$ cat config.mk
export PLATFORM = sky130hd
export DESIGN_NAME = ghtab_find
export DESIGN_NICKNAME = d
export VERILOG_FILES = /design/src/rtl/core/ghtab_pkg.sv /design/src/rtl/core/ghtab_find.sv
export SDC_FILE = /design/constraint.sdc
export NUM_CORES = 1
export LEC_CHECK = 0
export BUFFER_PORTS_ARGS = -buffer_cell sky130_fd_sc_hd__buf_4
export CELL_PAD_IN_SITES_DETAIL_PLACEMENT = 1
export CELL_PAD_IN_SITES_GLOBAL_PLACEMENT = 1
export CORE_MARGIN = 2
export CORE_UTILIZATION = 47
export CTS_CLUSTER_DIAMETER = 40
export DETAILED_ROUTE_END_ITERATION = 10
export PLACE_DENSITY = 0.88
export SLEW_MARGIN = 20
export SYNTH_ARGS = -nofsm -noshare
export SYNTH_HDL_FRONTEND = slang
export SYNTH_SLANG_ARGS = --single-unit
export TNS_END_PERCENT = 20
$ cat constraint.sdc
create_clock -name clk -period 3.09 [get_ports clk]
set_clock_uncertainty 0.05 [all_clocks]
set_input_delay 0.618 -clock clk [delete_from_list [all_inputs] [get_ports clk]]
set_output_delay 0.618 -clock clk [all_outputs]
set_load 0.005 [all_outputs]
$ cat src/rtl/core/ghtab_pkg.sv
`default_nettype none
// ----------------------------------------------------------------------------
// ghtab_pkg
// shared types and codes of the generational handle table
// ----------------------------------------------------------------------------
package ghtab_pkg;

  localparam int GROUP_W = 32;

  typedef enum logic [2:0] {
    K_CREATE  = 3'd0,
    K_DESTROY = 3'd1,
    K_QUERY   = 3'd2,
    K_MAP     = 3'd3,
    K_UNMAP   = 3'd4
  } kind_t;

  typedef enum logic [2:0] {
    S_OK        = 3'd0,
    S_INVALID   = 3'd1,
    S_NOT_FOUND = 3'd2,
    S_STALE     = 3'd3,
    S_BUSY      = 3'd4,
    S_DENIED    = 3'd5,
    S_FULL      = 3'd6,
    S_BAD       = 3'd7
  } status_t;

  typedef enum logic [2:0] {
    ST_CLEAR,
    ST_IDLE,
    ST_FIND,
    ST_READ,
    ST_EXEC
  } state_t;

  localparam int R_READ    = 0;
  localparam int R_WRITE   = 1;
  localparam int R_MAP_CPU = 2;
  localparam int A_READ    = 0;
  localparam int A_WRITE   = 1;

  typedef struct packed {
    logic [31:0] generation;
    logic [3:0]  rights;
    logic        mapped;
    logic [63:0] content_gen;
  } entry_t;

  typedef struct packed {
    logic done;
    logic found;
  } find_stat_t;

endpackage
`default_nettype wire

$ cat src/rtl/core/ghtab_find.sv
`default_nettype none
// ----------------------------------------------------------------------------
// ghtab_find
// occupancy bits and a three stage lowest free slot search
// ----------------------------------------------------------------------------
module ghtab_find import ghtab_pkg::*; #(
  parameter int SLOT_COUNT = 64,
  parameter int IDX_W      = $clog2(SLOT_COUNT)
) (
  input  wire logic             clk,
  input  wire logic             rst,
  input  wire logic             start,
  input  wire logic             upd_en,
  input  wire logic [IDX_W-1:0] upd_idx,
  input  wire logic             upd_val,
  input  wire logic [IDX_W-1:0] rd_idx,
  output logic                  used_rd,
  output find_stat_t            stat,
  output logic [IDX_W-1:0]      free_idx
);

  localparam int NG    = (SLOT_COUNT + GROUP_W - 1) / GROUP_W;
  localparam int GRP_W = (NG > 1) ? $clog2(NG) : 1;
  localparam int BIT_W = $clog2(GROUP_W);

  logic [SLOT_COUNT-1:0]   used;
  logic [NG*GROUP_W-1:0]   used_pad;
  logic [NG-1:0]           grp_free;
  logic [GRP_W-1:0]        grp_pick;
  logic [GRP_W-1:0]        grp_q;
  logic                    any_q;
  logic                    any_q2;
  logic [GROUP_W-1:0]      word_q;
  logic [BIT_W-1:0]        bit_pick;
  logic                    v1;
  logic                    v2;
  logic                    v3;

  always_comb begin
    used_pad = '1;
    used_pad[SLOT_COUNT-1:0] = used;
  end

  assign used_rd = used[rd_idx];

  always_ff @(posedge clk) begin
    if (rst) begin
      used <= '0;
    end else if (upd_en) begin
      used[upd_idx] <= upd_val;
    end
  end

  always_ff @(posedge clk) begin
    if (rst) begin
      v1 <= 1'b0;
      v2 <= 1'b0;
      v3 <= 1'b0;
    end else begin
      v1 <= start;
      v2 <= v1;
      v3 <= v2;
    end
  end

  // stage one: per group free flags
  always_ff @(posedge clk) begin
    for (int g = 0; g < NG; g++) begin
      grp_free[g] <= ~&used_pad[g*GROUP_W +: GROUP_W];
    end
  end

  // stage two: lowest group with a free slot
  always_comb begin
    grp_pick = '0;
    for (int g = NG - 1; g >= 0; g--) begin
      if (grp_free[g]) begin
        grp_pick = GRP_W'(g);
      end
    end
  end

  always_ff @(posedge clk) begin
    grp_q  <= grp_pick;
    any_q  <= |grp_free;
    word_q <= used_pad[grp_pick*GROUP_W +: GROUP_W];
  end

  // stage three: lowest free bit in that group
  always_comb begin
    bit_pick = '0;
    for (int b = GROUP_W - 1; b >= 0; b--) begin
      if (!word_q[b]) begin
        bit_pick = BIT_W'(b);
      end
    end
  end

  always_ff @(posedge clk) begin
    free_idx <= IDX_W'({grp_q, bit_pick});
    any_q2   <= any_q;
  end

  assign stat.done  = v3;
  assign stat.found = any_q2;

endmodule
`default_nettype wire
After elaboration in Yosys (flattened, before gate mapping)
Cells that the tools add are included.

Register bits: 110. Bits in latches: 0. Memory bits (writable): 0. Bits in read-only memories: 0. Word-level logic and storage cells: 67. Memories: 0.

Add/sub/neg operators: 0. $mul: 0. Div/mod/pow operators: 0. $lt $le $gt $ge: 3. Equal/unequal tests: 0. Shift operators: 1. Mux-type cells: 38. Bitwise operators: 0. Reductions and logical operators: 10.

Operators with widths (number): $mux 5 (16); $bwmux 64 (1); $reduce_and 32->1 (2); $shiftx 64x7->32 (1); $mux 4 (8); $reduce_and 16->1 (1); $lt 6x7->1 const B (2); $mux 3 (4); $reduce_and 8->1 (1); $bmux 1 s6 (1); $demux 1 s6 (1); $ge 6x1->1 const B (1); $mux 1 (5); $mux 2 (2); $reduce_and 4->1 (1); $logic_not 1->1 (2); $reduce_and 2->1 (1); $reduce_or 2->1 (1); $logic_and 1x1->1 (1).

Longest topological paths before layout
Depth after elaboration: 31. Gate-level depth with buffers: 7. Depth with buffers taken out: 6.

Worst setup path before layout
OpenSTA, ideal clock, no wires.

Path type: input to output. From: in rd_idx[0]. To: out used_rd. Data arrival time: 2.000 ns. Data required time: 2.422 ns. Setup slack: 0.422 ns. Stages on the path: 7. Buffers on the path: 2. Cell sequence: buf_6 buf_12 mux4_2 a22o_1 a221oi_1 mux4_2 inv_1.

Cells in the longest elaborated chain, start to end: 2.

RTL lines: from (decl) (RTL line ghtab_find.sv:16) `input wire logic [IDX_W-1:0] rd_idx,`; $bmux 1 s6 (RTL line ghtab_find.sv:44) `assign used_rd = used[rd_idx];`; $mux 1 (implied by the code) (RTL line ghtab_find.sv:44); to (decl) (RTL line ghtab_find.sv:17) `output logic used_rd,`.

Every way passes these cells. The select of a mux whose other input is x is not followed.

Worst setup path after layout
Same ends and word-level chain as after synthesis.

==> impl_metrics.toml <==
[critical_path]
worstPathArrival_ns = 2.45
rr_endpoint = "free_idx[0]"
cp.required_ns = 2.42
max_stage_delay_ns = 0.60
setup.worst_path.end_class = "output port"
reg2reg_slack_ns = 1.47
reg2reg_depth = 6
path_cells = "buf_6, mux4_1, a22o_1, a221oi_1, mux4_2, inv_1, buf_4"
cpLargestDelayFamily = "multiplexers"
critPathBufInv = 3
crit_start = "rd_idx[0]"
start_kind = "input port"
critPathSlowestCell = "mux4_1"
crit_fanout = 13
critPathKind = "input port to output port"
regToRegStartpoint = "word_q[30]"
cp.depth = 7

[final_layout]
final_area_um2 = 5600
seqCellArea_um2 = 2200
layout-drive-gt1-share = 0.169
nets = 593
multi_input_area_um2 = 2680
fillCellCount = 1281
area_growth_pct = 9.60
diodes = 0
layout_commonest_cell = "dfxtp_1"
final_cell_mix = "dfxtp_1 (110), nand2_1 (87), a21oi_1 (62)"

[floorplanning]
die-area_um2 = 11700
die_w_um = 108
core_area_um2 = 10700
dieHeight_um = 108
ios = 26
row_count = 38
start_util = 0.476

[cts]
cts_root_buffer = "clkbuf_8"
cts_buffer_depth = 2
clock-sinks = 110
cts_buffers = 9
insertion_delay_ns = 0.38
cts_tree = "built"
postCtsSetupBuffers = 0
h-tree-depth = 3
clk_pin_slew_ns = 0.11

[route]
drt_iter0_markers = 349
finalWirelength_um = 15900
drcViolationCount = 0
route.vias.total = 4598
firstDrtPassIters = 5
vias_per_cell = 6.38
ant_nets = 0
wire_per_inst_um = 22.1

[placement]
place_area_um2 = 5380
place.gp.congestion = 0.924
post-dp-hpwl_um = 11500
numPortBuffers = 25

[synth]
ys_types = 39
yosys.area.top_type = "dfxtp_1"
syn_area_um2 = 5110
synth_top_area_share = 0.431
syn_inst = 571
ys_seq_area_frac = 0.431
synth_nets = 588
synth_seq_cells = 110
ys_warn_count = 0
synthTopCellsByArea = "dfxtp_1 (43%), mux2_2 (7.1%), mux4_1 (6.7%)"
syn_avg_cell_area_um2 = 8.95

[grt]
overflow = 0
grt_pass1_vias = 4560
grtUsageTotal = 0.281
grt.met3_usage = 0.0615
antenna_found_initial = 0
use_met2 = 0.460
gr-max-usage-layer = "met2"
grtUsageMet1 = 0.361
grt_max_degree = 68
grt_pass1_wl_um = 24900

[run_status]
violations = "setup timing"
outcome = "complete, but fails checks"

[pwr]
p_switching_w = 0.000622
switching_share = 0.250
powerDensity_nw_per_um2 = 445
p_leak_nw = 1.96
p_int_w = 0.00187
power_frac_comb = 0.059
p_seq_frac = 0.574
fin_total_pwr_w = 0.00249
ir_worst_vdd_mv = 0.194
clkPwrFrac = 0.368

[min_path]
holdPathStages = 0
hold_start = "any_q"
worstHoldPathType = "register to register"
whs_endpoint = "any_q2"

[timing]
clock.fmax_ghz = 0.321
finalCriticalPeriod_ns = 3.11
slew_viol_final = 0
worstMarginPinSlew_ns = 0.704
fin_ws_ns = -0.0247
hold_viol = 0
fin_crit_sh = 1.01
setup_viol = 1
relSlewSlack = 0.530
setup_tns_ns = -0.0247

[run]
cap_violations = 0
==> logic make-up after synthesis <==
kind of cell	synth area share
and+or+nand+nor	0.227
muxes	0.177
DFF	0.431
AOI/OAI and AO/OA	0.117
buffers and inverters	0.0494
==> metrics by stage <==
stage,worst slack (ns),hold WS [ns],utilization,std cells
3_5_place_dp,0.0135,0.264,0.500,705
6_report,-0.0247,0.289,0.521,721
3_3_place_gp,0.0740,0.262,0.500,705
5_1_grt,-0.0590,0.300,0.521,721
4_1_cts,0.0575,0.289,0.520,721
2_1_floorplan,0.422,0.260,-,571
==> state kept, by name, indices dropped and copies added, names as in the netlist <==
name      cells
v2            1
grp_q         1
used         64
v3            1
any_q         1
v1            1
free_idx      6
any_q2        1
word_q       32
grp_free      2
==> cells in the mapped netlist, drive strengths merged <==
| library cell | number |
|---|---|
| mux2 | 32 |
| nor4 | 5 |
| nor3 | 3 |
| nor2 | 33 |
| o21ai | 33 |
| nand2 | 87 |
| nor3b | 4 |
| o2111ai | 2 |
| dfxtp | 110 |
| and2 | 5 |
| a21oi | 62 |
| mux2i | 11 |
| a41oi | 1 |
| nand3b | 1 |
| nand4b | 1 |
| buf | 17 |
| and3b | 3 |
| a221oi | 4 |
| mux4 | 17 |
| clkbuf | 28 |
| inv | 10 |
| a31oi | 1 |
| a221o | 1 |
| nand2b | 1 |
| nand3 | 35 |
| and3 | 1 |
| nand4 | 45 |
| nor2b | 6 |
| nor4bb | 2 |
| o211ai | 1 |
| or2 | 3 |
| or3 | 2 |
| a22o | 4 |
==> area by class of cell <==
| cell class | instances | share of cell area |
|---|---|---|
| multi-input cells | 406 | 0.479 |
| flip-flops and latches | 110 | 0.393 |
| clock inverters | 6 | 0.0127 |
| inverters | 10 | 0.00670 |
| well taps | 140 | 0.0313 |
| repair buffers | 39 | 0.0529 |
| clock buffers | 10 | 0.0246 |
==> worst max path at each step <==
stage	slack, ns	to
finish	-0.02	used_rd
global route	-0.06	used_rd
CTS	0.06	used_rd
detailed placement	0.01	used_rd
global placement	0.07	used_rd
floorplan	0.42	used_rd
==> worst register-to-register path: cells and delay by family, from the launching register on <==
kind | cells | cell delay (ns)
DFF | 1 | 0.37
AOI/OAI and AO/OA | 5 | 0.98
and+or+nand+nor | 1 | 0.16
==> layer usage <==
| metal | wire length, um | up-vias | part of all wire |
|---|---|---|---|
| li1 | - | 2079 | - |
| met1 | 6700 | 2293 | 0.42 |
| met2 | 7580 | 184 | 0.48 |
| met3 | 1160 | 42 | 0.073 |
| met4 | 499 | 0 | 0.031 |
| met5 | 0 | - | 0 |
==> power by group through the flow <==
stage	Clock, W	Combinational, W	Sequential (W)
global placement	0	0.000138	0.00146
finish	0.000917	0.000146	0.00143
CTS	0.000923	0.000144	0.00143
detailed placement	0	0.000143	0.00146
floorplan	0	0.000100	0.00146
global route	0.000986	0.000158	0.00143
==> what timing repair did <==
item,in CTS,in global routing
gates cloned,0,0
gates resized for setup,1,2
setup endpoints to repair,1,1
hold buffers,0,0
Power figures use the tool's default switching activity.
